[src/sv/bam_pkg.sv]
// bam_pkg: shared constants, widths and types for the buoy approach mission controller.
// No dependencies. Used by every file under sv/.
package bam_pkg;

   localparam int FRAME_WIDTH = 410;

   localparam int X_W     = 10;
   localparam int RANGE_W = 16;
   localparam int ERR_W   = 11;
   localparam int MAG_W   = 10;
   localparam int CB_W    = 8;
   localparam int LIM_W   = 14;
   localparam int TOP_W   = 16;
   localparam int PROD_W  = MAG_W + TOP_W;
   localparam int NUM_W   = PROD_W + 1;
   localparam int DEN_W   = 10;
   localparam int CNT_W   = 5;
   localparam int FWD_W   = 17;
   localparam int TURN_W  = 24;
   localparam int THIRD_W = 7;
   localparam int CSR_A_W = 2;
   localparam int CSR_D_W = 16;
   localparam int REQ_D_W = 32;
   localparam int RSP_D_W = 48;

   localparam logic [ERR_W-1:0] HALF_FRAME = ERR_W'(FRAME_WIDTH / 2);

   // x/3 == (x*171)>>9 for 8-bit x; x/3 == (x*43691)>>17 for 17-bit x
   localparam logic [CB_W:0]  RECIP3_CB  = 9'd171;
   localparam logic [FWD_W-1:0] RECIP3_TOP = 17'd43691;

   localparam logic [NUM_W-1:0]  SAT_POS_LIM = NUM_W'(8388607);
   localparam logic [NUM_W-1:0]  SAT_NEG_LIM = NUM_W'(8388608);
   localparam logic [TURN_W-1:0] TURN_MAX    = 24'h7FFFFF;
   localparam logic [TURN_W-1:0] TURN_MIN    = 24'h800000;

   typedef enum logic [CSR_A_W-1:0] {
      REG_CENTER_BAND = 2'd0,
      REG_RANGE_LOW   = 2'd1,
      REG_RANGE_HIGH  = 2'd2,
      REG_TOP_SPEED   = 2'd3
   } csr_index_type;

   typedef enum logic [1:0] {
      PH_SEARCH   = 2'd0,
      PH_ALIGN    = 2'd1,
      PH_APPROACH = 2'd2,
      PH_REVERSE  = 2'd3
   } phase_type;

   typedef enum logic [3:0] {
      ST_IDLE = 4'b0001,
      ST_CALC = 4'b0010,
      ST_DIV  = 4'b0100,
      ST_DONE = 4'b1000
   } state_type;

endpackage

[src/sv/bam_div.sv]
// bam_div: restoring divider, one quotient bit per cycle, unsigned operands.
// Depends on bam_pkg for operand widths.
module bam_div (
   input  logic                          clock,
   input  logic                          reset,
   input  logic                          start,
   input  logic [bam_pkg::NUM_W-1:0]     num,
   input  logic [bam_pkg::DEN_W-1:0]     den,
   output logic                          done,
   output logic [bam_pkg::NUM_W-1:0]     quo
);

   logic                          busy_ff, busy_in;
   logic                          done_ff, done_in;
   logic [bam_pkg::CNT_W-1:0]     cnt_ff, cnt_in;
   logic [bam_pkg::DEN_W-1:0]     rem_ff, rem_in;
   logic [bam_pkg::DEN_W-1:0]     den_ff, den_in;
   logic [bam_pkg::NUM_W-1:0]     quo_ff, quo_in;
   logic [bam_pkg::DEN_W:0]       trial;
   logic [bam_pkg::DEN_W:0]       diff;
   logic                          ge;

   assign trial = {rem_ff, quo_ff[bam_pkg::NUM_W-1]};
   assign ge    = trial >= {1'b0, den_ff};
   assign diff  = trial - {1'b0, den_ff};

   always_comb begin
      busy_in = busy_ff;
      done_in = 1'b0;
      cnt_in  = cnt_ff;
      rem_in  = rem_ff;
      den_in  = den_ff;
      quo_in  = quo_ff;
      if (start) begin
         busy_in = 1'b1;
         cnt_in  = bam_pkg::CNT_W'(bam_pkg::NUM_W - 1);
         rem_in  = '0;
         den_in  = den;
         quo_in  = num;
      end else if (busy_ff) begin
         rem_in = ge ? diff[bam_pkg::DEN_W-1:0] : trial[bam_pkg::DEN_W-1:0];
         quo_in = {quo_ff[bam_pkg::NUM_W-2:0], ge};
         cnt_in = cnt_ff - 1'b1;
         if (cnt_ff == '0) begin
            busy_in = 1'b0;
            done_in = 1'b1;
         end
      end
   end

   always_ff @(posedge clock) begin
      if (reset) begin
         busy_ff <= 1'b0;
         done_ff <= 1'b0;
      end else begin
         busy_ff <= busy_in;
         done_ff <= done_in;
      end
      cnt_ff <= cnt_in;
      rem_ff <= rem_in;
      den_ff <= den_in;
      quo_ff <= quo_in;
   end

   assign done = done_ff;
   assign quo  = quo_ff;

endmodule

[src/sv/buoy_approach_mission_controller.sv]
// buoy_approach_mission_controller: mission phase machine with forward and turn drive.
// Depends on bam_pkg and bam_div.
//
// One beat in, one beat out. A request is taken only while the block is idle; the calc
// state then forms the phase transition, error product and forward drive, and in align,
// approach and reverse the shared bit-serial divider (27 quotient bits) forms the turn
// drive; in search phase or with a zero band the divider is skipped. The result beat
// is held until rsp_tready; the next request is taken the cycle after the result beat.
// Registers are to be written through the csr port only while no item is in flight;
// the block itself does not enforce this.
module buoy_approach_mission_controller (
   input  logic                            clock,
   input  logic                            reset,
   input  logic                            req_tvalid,
   output logic                            req_tready,
   input  logic [bam_pkg::REQ_D_W-1:0]     req_tdata,  // target_x, range_mm
   output logic                            rsp_tvalid,
   input  logic                            rsp_tready,
   output logic [bam_pkg::RSP_D_W-1:0]     rsp_tdata,  // phase, forward_drive, turn_drive
   input  logic                            csr_we,
   input  logic [bam_pkg::CSR_A_W-1:0]     csr_addr,
   input  logic [bam_pkg::CSR_D_W-1:0]     csr_wdata
);

   bam_pkg::state_type              state_ff, state_in;
   bam_pkg::phase_type              phase_ff, phase_in;

   logic [bam_pkg::CB_W-1:0]        cb_ff;
   logic [bam_pkg::THIRD_W-1:0]     cb_third_ff;
   logic [bam_pkg::LIM_W-1:0]       lim_low_ff;
   logic [bam_pkg::LIM_W-1:0]       lim_high_ff;
   logic [bam_pkg::TOP_W-1:0]       top_ff;

   logic [bam_pkg::X_W-1:0]         x_ff;
   logic [bam_pkg::RANGE_W-1:0]     range_ff;
   logic                            neg_ff, neg_in;
   logic [bam_pkg::FWD_W-1:0]       fwd_ff, fwd_in;
   logic [bam_pkg::TURN_W-1:0]      turn_ff, turn_in;

   logic [(2*bam_pkg::CB_W)+1-1:0]  cb_third_prod;
   logic signed [bam_pkg::ERR_W-1:0] err;
   logic [bam_pkg::ERR_W-1:0]       err_abs;
   logic [bam_pkg::MAG_W-1:0]       mag;
   logic                            centred;
   logic                            near;
   logic [bam_pkg::PROD_W-1:0]      prod;
   logic [2*bam_pkg::FWD_W-1:0]     rev_prod;
   logic [bam_pkg::FWD_W-1:0]       rev_mag;
   logic [bam_pkg::NUM_W-1:0]       div_num;
   logic [bam_pkg::DEN_W-1:0]       div_den;
   logic                            div_start;
   logic                            div_done;
   logic [bam_pkg::NUM_W-1:0]       div_quo;
   logic [bam_pkg::NUM_W-1:0]       quo_neg;

   assign cb_third_prod = csr_wdata[bam_pkg::CB_W-1:0] * bam_pkg::RECIP3_CB;

   always_ff @(posedge clock) begin
      if (reset) begin
         cb_ff       <= 8'd200;
         cb_third_ff <= 7'd66;
         lim_low_ff  <= 14'd500;
         lim_high_ff <= 14'd1500;
         top_ff      <= 16'd3840;
      end else if (csr_we) begin
         unique case (bam_pkg::csr_index_type'(csr_addr))
            bam_pkg::REG_CENTER_BAND: begin
               cb_ff       <= csr_wdata[bam_pkg::CB_W-1:0];
               cb_third_ff <= cb_third_prod[bam_pkg::CB_W+bam_pkg::THIRD_W:bam_pkg::CB_W+1];
            end
            bam_pkg::REG_RANGE_LOW:  lim_low_ff  <= csr_wdata[bam_pkg::LIM_W-1:0];
            bam_pkg::REG_RANGE_HIGH: lim_high_ff <= csr_wdata[bam_pkg::LIM_W-1:0];
            bam_pkg::REG_TOP_SPEED:  top_ff      <= csr_wdata;
            default: ;
         endcase
      end
   end

   assign err     = $signed(bam_pkg::HALF_FRAME) - $signed({1'b0, x_ff});
   assign err_abs = err[bam_pkg::ERR_W-1] ? (-err) : err;
   assign mag     = err_abs[bam_pkg::MAG_W-1:0];
   assign centred = mag < {2'b00, cb_ff};
   assign near    = mag < {3'b000, cb_third_ff};
   assign prod    = mag * top_ff;
   assign rev_prod = {top_ff, 1'b0} * bam_pkg::RECIP3_TOP;
   assign rev_mag  = rev_prod[2*bam_pkg::FWD_W-1:bam_pkg::FWD_W];
   assign quo_neg  = -div_quo;

   always_comb begin
      phase_in = phase_ff;
      unique case (phase_ff)
         bam_pkg::PH_SEARCH: begin
            if (centred) phase_in = bam_pkg::PH_ALIGN;
         end
         bam_pkg::PH_ALIGN: begin
            if (near) phase_in = bam_pkg::PH_APPROACH;
            else if (!centred) phase_in = bam_pkg::PH_SEARCH;
         end
         bam_pkg::PH_APPROACH: begin
            if (range_ff < {2'b00, lim_low_ff}) phase_in = bam_pkg::PH_REVERSE;
            else if (!centred) phase_in = bam_pkg::PH_SEARCH;
         end
         bam_pkg::PH_REVERSE: begin
            if (range_ff > {2'b00, lim_high_ff} || !centred) phase_in = bam_pkg::PH_SEARCH;
         end
         default: phase_in = bam_pkg::PH_SEARCH;
      endcase
   end

   always_comb begin
      if (phase_in == bam_pkg::PH_ALIGN) begin
         div_num = {1'b0, prod};
         div_den = {1'b0, cb_ff, 1'b0};
      end else begin
         div_num = {prod, 1'b0};
         div_den = {2'b00, cb_ff} + {1'b0, cb_ff, 1'b0};
      end
   end

   always_comb begin
      state_in  = state_ff;
      neg_in    = neg_ff;
      fwd_in    = fwd_ff;
      turn_in   = turn_ff;
      div_start = 1'b0;
      unique case (state_ff)
         bam_pkg::ST_IDLE: begin
            if (req_tvalid) state_in = bam_pkg::ST_CALC;
         end
         bam_pkg::ST_CALC: begin
            neg_in = !err[bam_pkg::ERR_W-1] && (err != '0);
            unique case (phase_in)
               bam_pkg::PH_APPROACH: fwd_in = {2'b00, top_ff[bam_pkg::TOP_W-1:1]};
               bam_pkg::PH_REVERSE:  fwd_in = -rev_mag;
               default:              fwd_in = '0;
            endcase
            if (phase_in == bam_pkg::PH_SEARCH) begin
               turn_in  = {9'd0, top_ff[bam_pkg::TOP_W-1:1]};
               state_in = bam_pkg::ST_DONE;
            end else if (cb_ff == '0) begin
               turn_in  = '0;
               state_in = bam_pkg::ST_DONE;
            end else begin
               div_start = 1'b1;
               state_in  = bam_pkg::ST_DIV;
            end
         end
         bam_pkg::ST_DIV: begin
            if (div_done) begin
               state_in = bam_pkg::ST_DONE;
               if (neg_ff) begin
                  turn_in = (div_quo > bam_pkg::SAT_NEG_LIM) ? bam_pkg::TURN_MIN
                                                             : quo_neg[bam_pkg::TURN_W-1:0];
               end else begin
                  turn_in = (div_quo > bam_pkg::SAT_POS_LIM) ? bam_pkg::TURN_MAX
                                                             : div_quo[bam_pkg::TURN_W-1:0];
               end
            end
         end
         bam_pkg::ST_DONE: begin
            if (rsp_tready) state_in = bam_pkg::ST_IDLE;
         end
         default: state_in = bam_pkg::ST_IDLE;
      endcase
   end

   always_ff @(posedge clock) begin
      if (reset) begin
         state_ff <= bam_pkg::ST_IDLE;
         phase_ff <= bam_pkg::PH_SEARCH;
      end else begin
         state_ff <= state_in;
         if (state_ff == bam_pkg::ST_CALC) phase_ff <= phase_in;
      end
      if (state_ff == bam_pkg::ST_IDLE && req_tvalid) begin
         x_ff     <= req_tdata[bam_pkg::X_W-1:0];
         range_ff <= req_tdata[bam_pkg::X_W+bam_pkg::RANGE_W-1:bam_pkg::X_W];
      end
      neg_ff  <= neg_in;
      fwd_ff  <= fwd_in;
      turn_ff <= turn_in;
   end

   bam_div u_div (
      .clock (clock),
      .reset (reset),
      .start (div_start),
      .num   (div_num),
      .den   (div_den),
      .done  (div_done),
      .quo   (div_quo)
   );

   assign req_tready = (state_ff == bam_pkg::ST_IDLE);
   assign rsp_tvalid = (state_ff == bam_pkg::ST_DONE);
   assign rsp_tdata  = {5'd0, turn_ff, fwd_ff, phase_ff};

endmodule

[config.mk]
export PLATFORM = sky130hd
export DESIGN_NAME = buoy_approach_mission_controller
export DESIGN_NICKNAME = d
export VERILOG_FILES = /design/src/sv/bam_pkg.sv /design/src/sv/bam_div.sv /design/src/sv/buoy_approach_mission_controller.sv
export SDC_FILE = /design/constraint.sdc
export NUM_CORES = 1
export LEC_CHECK = 0
export ABC_AREA = 1
export BUFFER_PORTS_ARGS = -buffer_cell sky130_fd_sc_hd__buf_2
export CAP_MARGIN = 20
export CORE_ASPECT_RATIO = 0.75
export CORE_MARGIN = 2
export CORE_UTILIZATION = 56
export CTS_CLUSTER_DIAMETER = 150
export DETAILED_ROUTE_END_ITERATION = 6
export GPL_TIMING_DRIVEN = 0
export PLACE_DENSITY = 0.74
export SKIP_CTS_REPAIR_TIMING = 1
export SYNTH_ARGS = -nofsm -noshare
export SYNTH_HDL_FRONTEND = slang
export SYNTH_SLANG_ARGS = --single-unit
export TNS_END_PERCENT = 1
[constraint.sdc]
create_clock -name clock -period 7.8 [get_ports clock]
set_clock_uncertainty 0.1 [all_clocks]
set_input_delay 0.78 -clock clock [delete_from_list [all_inputs] [get_ports clock]]
set_output_delay 0.78 -clock clock [all_outputs]
set_load 0.05 [all_outputs]
==> impl_metrics.py, run 1 <==
metrics = {
    "timing": {
        "drv_slew": 0,
        "finalHoldViolations": 0,
        "rsz0062_at_grt": "false",
        "fmax_mhz": 134.8,
        "final.setup.tns_ps": 0,
        "finalSetupViolCount": 0,
        "fin_crit_sh": 0.9510,
        "finalCriticalPeriod_ps": 7418,
        "slew_headroom": 0.2296,
        "worst_hold_slack_ps": 366.5,
        "tightest_slew_ps": 1156,
    },
    "power_and_ir_drop": {
        "p_clk_frac": 0.105,
        "p_int_w": 0.003706,
        "pwr_density_cell_nw_per_um2": 355.8,
        "p_leak_nw": 12.13,
        "sw_frac_of_total": 0.5633,
        "peakVddDrop_v": 0.0002855,
        "p_seq_frac": 0.140,
        "switching_power_w": 0.004781,
        "combPwrFrac": 0.755,
    },
    "global_route": {
        "grt_overflow_total": 0,
        "antenna_found_initial": 1,
        "grt_pass1_vias": 19070,
        "grt_max_degree": 25,
        "grt_usage": 0.3196,
        "grt_pass1_wl_microns": 101200,
    },
    "logic_synthesis": {
        "ys_warn_count": 0,
        "synth_area_leaders": "fa_1 (19%), ha_1 (17%), edfxtp_1 (14%), inv_1 (9.8%), nand2_1 (8.7%)",
        "avgSynthCellArea_sq_um": 7.960,
        "ys_seq_area_frac": 0.2178,
        "synth_cell_types": 51,
        "netlist_area_sq_um": 22020,
        "synthDominantCellAreaShare": 0.1873,
        "syn_inst": 2766,
        "ys_seq_elements": 187,
        "synthMostInstantiatedCell": "inv_1",
        "synth-edff-count": 105,
        "yosys.area.top_type": "fa_1",
        "synth_async_sr_flop_share": 0,
        "synth_common_cells": "inv_1 (577), nand2_1 (511), ha_1 (298)",
        "synth_ff_type": "edfxtp_1",
    },
    "setup_path": {
        "arrival_ps": 7630,
        "cp_slowest_cell": "fa_1",
        "critPathLaunchType": "flip-flop",
        "critPathKind": "flip-flop to flip-flop",
        "crit_path_frequent_cell": "nand2_1",
        "worst_setup_path_end_kind": "flip-flop",
        "worst-path-max-fanout": 10,
        "cp.required_ps": 8020,
        "cpPeakStageDelay_ps": 570,
    },
    "finish": {
        "nets": 3450,
        "final_layout_size_suffix_gt1_frac": 0.07025,
        "area_delta_synth_final_pct": 8.332,
        "seq_area_sq_um": 4795,
        "fin_util": 0.6186,
        "n_fill_cell": 3421,
        "multi_input_area_sq_um": 14730,
    },
    "floorplanning": {
        "dieWidth_microns": 233.0,
        "coreArea_sq_um": 38550,
        "die_h_microns": 175.7,
        "dieArea_sq_um": 40930,
        "rows": 62,
        "io-pin-count": 105,
        "initial_core_util": 0.5710,
    },
    "placed_design": {
        "place.gp.congestion": 0.9586,
        "dpl.hpwl_microns": 51900,
        "portBuffers": 93,
    },
    "cts": {
        "cts_tree": "done",
        "cts_root_buffer": "clkbuf_16",
        "clk_path_buf_depth": 2,
        "cts_buffers": 17,
        "cts.sinks": 187,
        "cts-htree-levels": 4,
        "clk_pin_slew_worst_paths_ps": 80,
        "clk_latency_ps": 460,
    },
    "drt": {
        "drc": 0,
        "drtPass1Iterations": 7,
        "vias": 19280,
        "post_drt_via_cell_ratio": 5.641,
        "ant_nets": 0,
        "drtIter0Drc": 1894,
        "wl_microns": 63400,
        "wl_per_cell_microns": 18.56,
    },
    "run": {
        "maxCapViolations": 0,
    },
    "hold_path": {
        "hp-class": "flip-flop to flip-flop",
    },
    "outcome": {
        "status": "finished, final reports clean",
    },
}
routing by layer:
metal,part of all wire,global-route usage
met3,0.10,0.07110
met4,0.017,0.07351
met1,0.46,0.4720
met5,0,0
met2,0.42,0.4771
worst max-delay path: cells and delay by family, from the launching register on:
family                   cells  cell delay [ps]
buffers and inverters        6              780
XOR/XNOR                     1              320
AO/OA/AOI/OAI                7             1040
adder cells (fa/ha/maj)      7             3410
flip-flops                   1              450
AND/OR/NAND/NOR              9             1150
power groups by stage:
stage | logic (W) | clock network [W] | registers, W
4_1_cts | 0.00627 | 0.000886 | 0.00119
3_5_place_dp | 0.00619 | 0 | 0.00121
3_3_place_gp | 0.00616 | 0 | 0.00121
5_1_grt | 0.00722 | 0.000922 | 0.00120
2_1_floorplan | 0.00454 | 0 | 0.00122
6_report | 0.00641 | 0.000887 | 0.00119
flip-flops by register name (all words and copies together) (netlist names):
| signal | flops |
|---|---|
| u_div.quo | 27 |
| top_ff | 16 |
| state_ff | 4 |
| lim_low_ff | 14 |
| phase_ff | 2 |
| neg_ff | 1 |
| cb_ff | 8 |
| u_div.den_ff | 10 |
| u_div.rem_ff | 10 |
| u_div.cnt_ff | 5 |
| fwd_ff | 17 |
| x_ff | 10 |
| lim_high_ff | 14 |
| u_div.done | 1 |
| range_ff | 16 |
| cb_third_ff | 7 |
| turn_ff | 24 |
| u_div.busy_ff | 1 |
cells by family (layout without fill, tap and decap cells):
logic type | Yosys count | in the layout | synth area share
AO/OA/AOI/OAI | 435 | 435 | 0.1096
AND/OR/NAND/NOR | 913 | 913 | 0.1735
adder cells (fa/ha/maj) | 504 | 504 | 0.3567
flip-flops | 187 | 187 | 0.2178
other | 1 | 6 | 0.0001703
buffers and inverters | 657 | 791 | 0.1148
XOR/XNOR | 69 | 69 | 0.02745
final timing paths:
check	depth (start not counted)	from	slack (ps)	to
worst max-delay path	30	x_ff[2]$_DFFE_PP_	380	u_div.quo[21]$_DFFE_PP_
worst min-delay path	2	lim_low_ff[13]$_SDFFE_PP0P_	370	lim_low_ff[13]$_SDFFE_PP0P_
worst max register to register	30	x_ff[2]$_DFFE_PP_	380	u_div.quo[21]$_DFFE_PP_
worst min register to register	2	lim_low_ff[13]$_SDFFE_PP0P_	370	lim_low_ff[13]$_SDFFE_PP0P_
cell usage in the layout (no fill, tap or decap), types with 4 or more instances in the layout:
cell type	synthesis	routed
a211oi_1	4	4
a21o_1	4	4
a21oi_1	155	155
a31oi_1	4	4
buf_2	7	101
buf_4	5	10
buf_6	3	7
clkbuf_1	39	36
clkbuf_16	0	17
clkinv_1	14	13
conb_1	1	5
dfxtp_1	82	82
edfxtp_1	105	105
fa_1	206	206
ha_1	298	298
inv_1	577	576
inv_2	6	7
nand2_1	511	510
nand2_2	7	8
nand3_1	85	85
nand4_1	31	31
nor2_1	217	216
nor2_2	6	7
nor3_1	26	24
nor3_2	2	4
nor4_1	9	9
o211ai_1	30	30
o21a_1	6	6
o21ai_0	178	177
o21ai_1	12	13
o21ai_2	5	5
o21bai_1	13	13
o221ai_1	7	7
o22ai_1	6	6
o31ai_1	5	5
or2_2	4	4
xnor2_1	18	18
xor2_1	51	50
final cells by class:
class	count	area share
diodes	1	0.0001049
plain buffers	60	0.01301
clock buffers	19	0.01815
clock inverters	13	0.005403
inverters	597	0.09411
multi-input cells	1926	0.6177
flip-flops and latches	187	0.2010
well taps	512	0.02686
repair buffers	102	0.02366
through the flow:
| stage | area [sq um] | power, W | worst slack (ps) | cells |
|---|---|---|---|---|
| floorplan | 22030 | 0.005755 | 1396 | 2770 |
| global placement | 23140 | 0.007364 | 124.5 | 3375 |
| detailed placement | 23210 | 0.007403 | -58.60 | 3379 |
| CTS | 23770 | 0.008339 | -88.71 | 3411 |
| global route | 23850 | 0.009335 | 12.57 | 3416 |
| finish | 23850 | 0.008487 | 382.4 | 3417 |
Power figures use the tool's default switching activity.
==> run 2, diff against run 1 <==
==> constraint.sdc (replaced) <==
create_clock -name clock -period 9.3 [get_ports clock]
set_clock_uncertainty 0.1 [all_clocks]
set_input_delay 0.93 -clock clock [delete_from_list [all_inputs] [get_ports clock]]
set_output_delay 0.93 -clock clock [all_outputs]
set_load 0.05 [all_outputs]
==> run 2 against run 1 <==
Compared with the run above: fmax down 8.5%; critical endpoint is now u_div.quo[24]$_DFFE_PP_; core utilization down 0.21 points; largest cell class unchanged; final area is 0.34% lower; cell count down 0.15%; wire length is 0.16% lower; first-iteration DRC count fell by 3.8%; count of clock-buffer cells in the layout unchanged; hold slack gained 1.2 ps; combinational power shrank 17%; clock power shrank 16%; sequential cell count did not move; sequential share of layout area grew 0.068 points.
==> impl_metrics.py, run 2 (synthesized netlist as in run 1, its figures left out) <==
metrics = {
    "outcome": {
        "status": "finished, final reports clean",
    },
    "power_and_ir_drop": {
        "total_power_w": 0.007084,
        "sw_frac_of_total": 0.5627,
        "pwr_density_cell_nw_per_um2": 298.0,
        "p_leak_nw": 12.08,
        "peakVddDrop_v": 0.0002399,
        "p_clk_frac": 0.105,
        "combPwrFrac": 0.754,
        "p_seq_frac": 0.141,
        "p_int_w": 0.003098,
        "switching_power_w": 0.003986,
    },
    "global_route": {
        "grt_max_degree": 25,
        "grt_pass1_wl_microns": 101200,
        "grt_usage": 0.3196,
        "antenna_found_initial": 1,
        "grt_overflow_total": 0,
        "grt_pass1_vias": 19070,
    },
    "timing": {
        "finalCriticalPeriod_ps": 8103,
        "finalHoldViolations": 0,
        "rsz0062_at_grt": "false",
        "slew_headroom": 0.2302,
        "fmax_mhz": 123.4,
        "drv_slew": 0,
        "tightest_slew_ps": 1155,
        "final.setup.tns_ps": 0,
        "finalSetupViolCount": 0,
        "worst_hold_slack_ps": 367.7,
        "fin_crit_sh": 0.8713,
    },
    "drt": {
        "drtPass1Iterations": 6,
        "ant_nets": 0,
        "drc": 0,
        "drtIter0Drc": 1822,
        "wl_microns": 63300,
        "wl_per_cell_microns": 18.55,
        "post_drt_via_cell_ratio": 5.625,
        "vias": 19190,
    },
    "setup_path": {
        "cpPeakStageDelay_ps": 660,
        "crit_path_frequent_cell": "nand2_1",
        "r2r_end": "u_div.quo[24]$_DFFE_PP_",
        "cp_slowest_cell": "buf_1",
        "setup.reg_to_reg.worst_slack_ps": 1200,
        "arrival_ps": 8310,
        "worst_setup_path_end_kind": "flip-flop",
        "r2r_cells": 33,
        "critPathKind": "flip-flop to flip-flop",
        "worst-path-max-fanout": 11,
        "timing.rr.start": "x_ff[1]$_DFFE_PP_",
        "critPathLaunchType": "flip-flop",
        "cp.required_ps": 9500,
    },
    "floorplanning": {
        "die_h_microns": 175.7,
        "dieArea_sq_um": 40930,
        "coreArea_sq_um": 38550,
        "initial_core_util": 0.5710,
        "dieWidth_microns": 233.0,
        "io-pin-count": 105,
        "rows": 62,
    },
    "cts": {
        "cts-htree-levels": 4,
        "clk_latency_ps": 460,
        "clk_path_buf_depth": 2,
        "cts_buffers": 17,
        "clk_pin_slew_worst_paths_ps": 80,
        "cts_tree": "done",
        "cts_root_buffer": "clkbuf_16",
        "cts.sinks": 187,
    },
    "hold_path": {
        "hp-start": "lim_low_ff[13]$_SDFFE_PP0P_",
        "hp-class": "flip-flop to flip-flop",
        "whs_path_depth": 2,
        "whs_endpoint": "lim_low_ff[13]$_SDFFE_PP0P_",
    },
    "placed_design": {
        "dpl.hpwl_microns": 51900,
        "place_area_sq_um": 23210,
        "portBuffers": 93,
        "place.gp.congestion": 0.9586,
    },
    "finish": {
        "final_cell_mix": "inv_1 (577), nand2_1 (511), ha_1 (298)",
        "n_fill_cell": 3434,
        "multi_input_area_sq_um": 14720,
        "largest_reg_flops": 27,
        "final_layout_size_suffix_gt1_frac": 0.06416,
        "area_delta_synth_final_pct": 7.968,
        "fin_area_sq_um": 23770,
        "final_common_cell": "inv_1",
        "nets": 3445,
        "seq_area_sq_um": 4795,
    },
    "run": {
        "maxCapViolations": 0,
    },
}
-- run 2: cell count changes in the layout (fill, tap and decap cells not counted), moves of 3 or more --
cell      previous run  this run
buf_4               10         5
clkbuf_1            36        41
buf_1                2         5
clkbuf_2             3         0
clkbuf_4             3         0
-- run 2: layout make-up --
type	instances	share of cell area
sequential	187	0.2017
tap	512	0.02695
inverter	597	0.09427
multi-input combinational	1926	0.6191
clock buffer	19	0.01821
antenna	1	0.0001053
clock inverter	13	0.005422
timing repair buffer	97	0.02216
buffer	60	0.01205
-- run 2: critical path, delay by kind of cell, from the launching register on --
| kind | cells | cell delay, ps |
|---|---|---|
| fa+ha+maj | 6 | 3000 |
| simple gates | 14 | 1950 |
| buf+inv | 9 | 1620 |
| flops | 1 | 520 |
| xor+xnor | 1 | 450 |
| compound gates | 3 | 320 |
-- run 2: per-stage QoR --
step	setup slack, ps	util	instances
finish	1197	0.6165	3412
global route	806.2	0.6165	3411
detailed placement	1441	0.6019	3379
CTS	1411	0.6165	3411
global placement	1624	0.6001	3375
floorplan	2896	-	2770
-- run 2: worst max path at each step --
stage	from	endpoint	slack [ps]	depth (start not counted)
after global routing	x_ff[1]$_DFFE_PP_	u_div.quo[20]$_DFFE_PP_	810	31
after global placement	x_ff[1]$_DFFE_PP_	u_div.quo[20]$_DFFE_PP_	1620	31
after detailed placement	x_ff[1]$_DFFE_PP_	u_div.quo[20]$_DFFE_PP_	1440	31
after CTS	x_ff[1]$_DFFE_PP_	u_div.quo[20]$_DFFE_PP_	1410	31
final	x_ff[1]$_DFFE_PP_	u_div.quo[24]$_DFFE_PP_	1200	33
after floorplan	x_ff[2]$_DFFE_PP_	u_div.quo[21]$_DFFE_PP_	2900	33
-- run 2: power by group through the flow --
stage,registers [W],clock network (W),logic [W]
2_1_floorplan,0.00102,0,0.00381
4_1_cts,0.000997,0.000743,0.00525
6_report,0.000998,0.000744,0.00534
3_3_place_gp,0.00101,0,0.00516
3_5_place_dp,0.00102,0,0.00519
5_1_grt,0.00101,0.000773,0.00604
-- run 2: routing by layer --
| layer | routed length [microns] | global-route usage | up-vias |
|---|---|---|---|
| met3 | 6835 | 0.07110 | 94 |
| li1 | - | - | 9055 |
| met4 | 1161 | 0.07351 | 0 |
| met5 | 0 | 0 | - |
| met1 | 28810 | 0.4720 | 9149 |
| met2 | 26490 | 0.4771 | 896 |
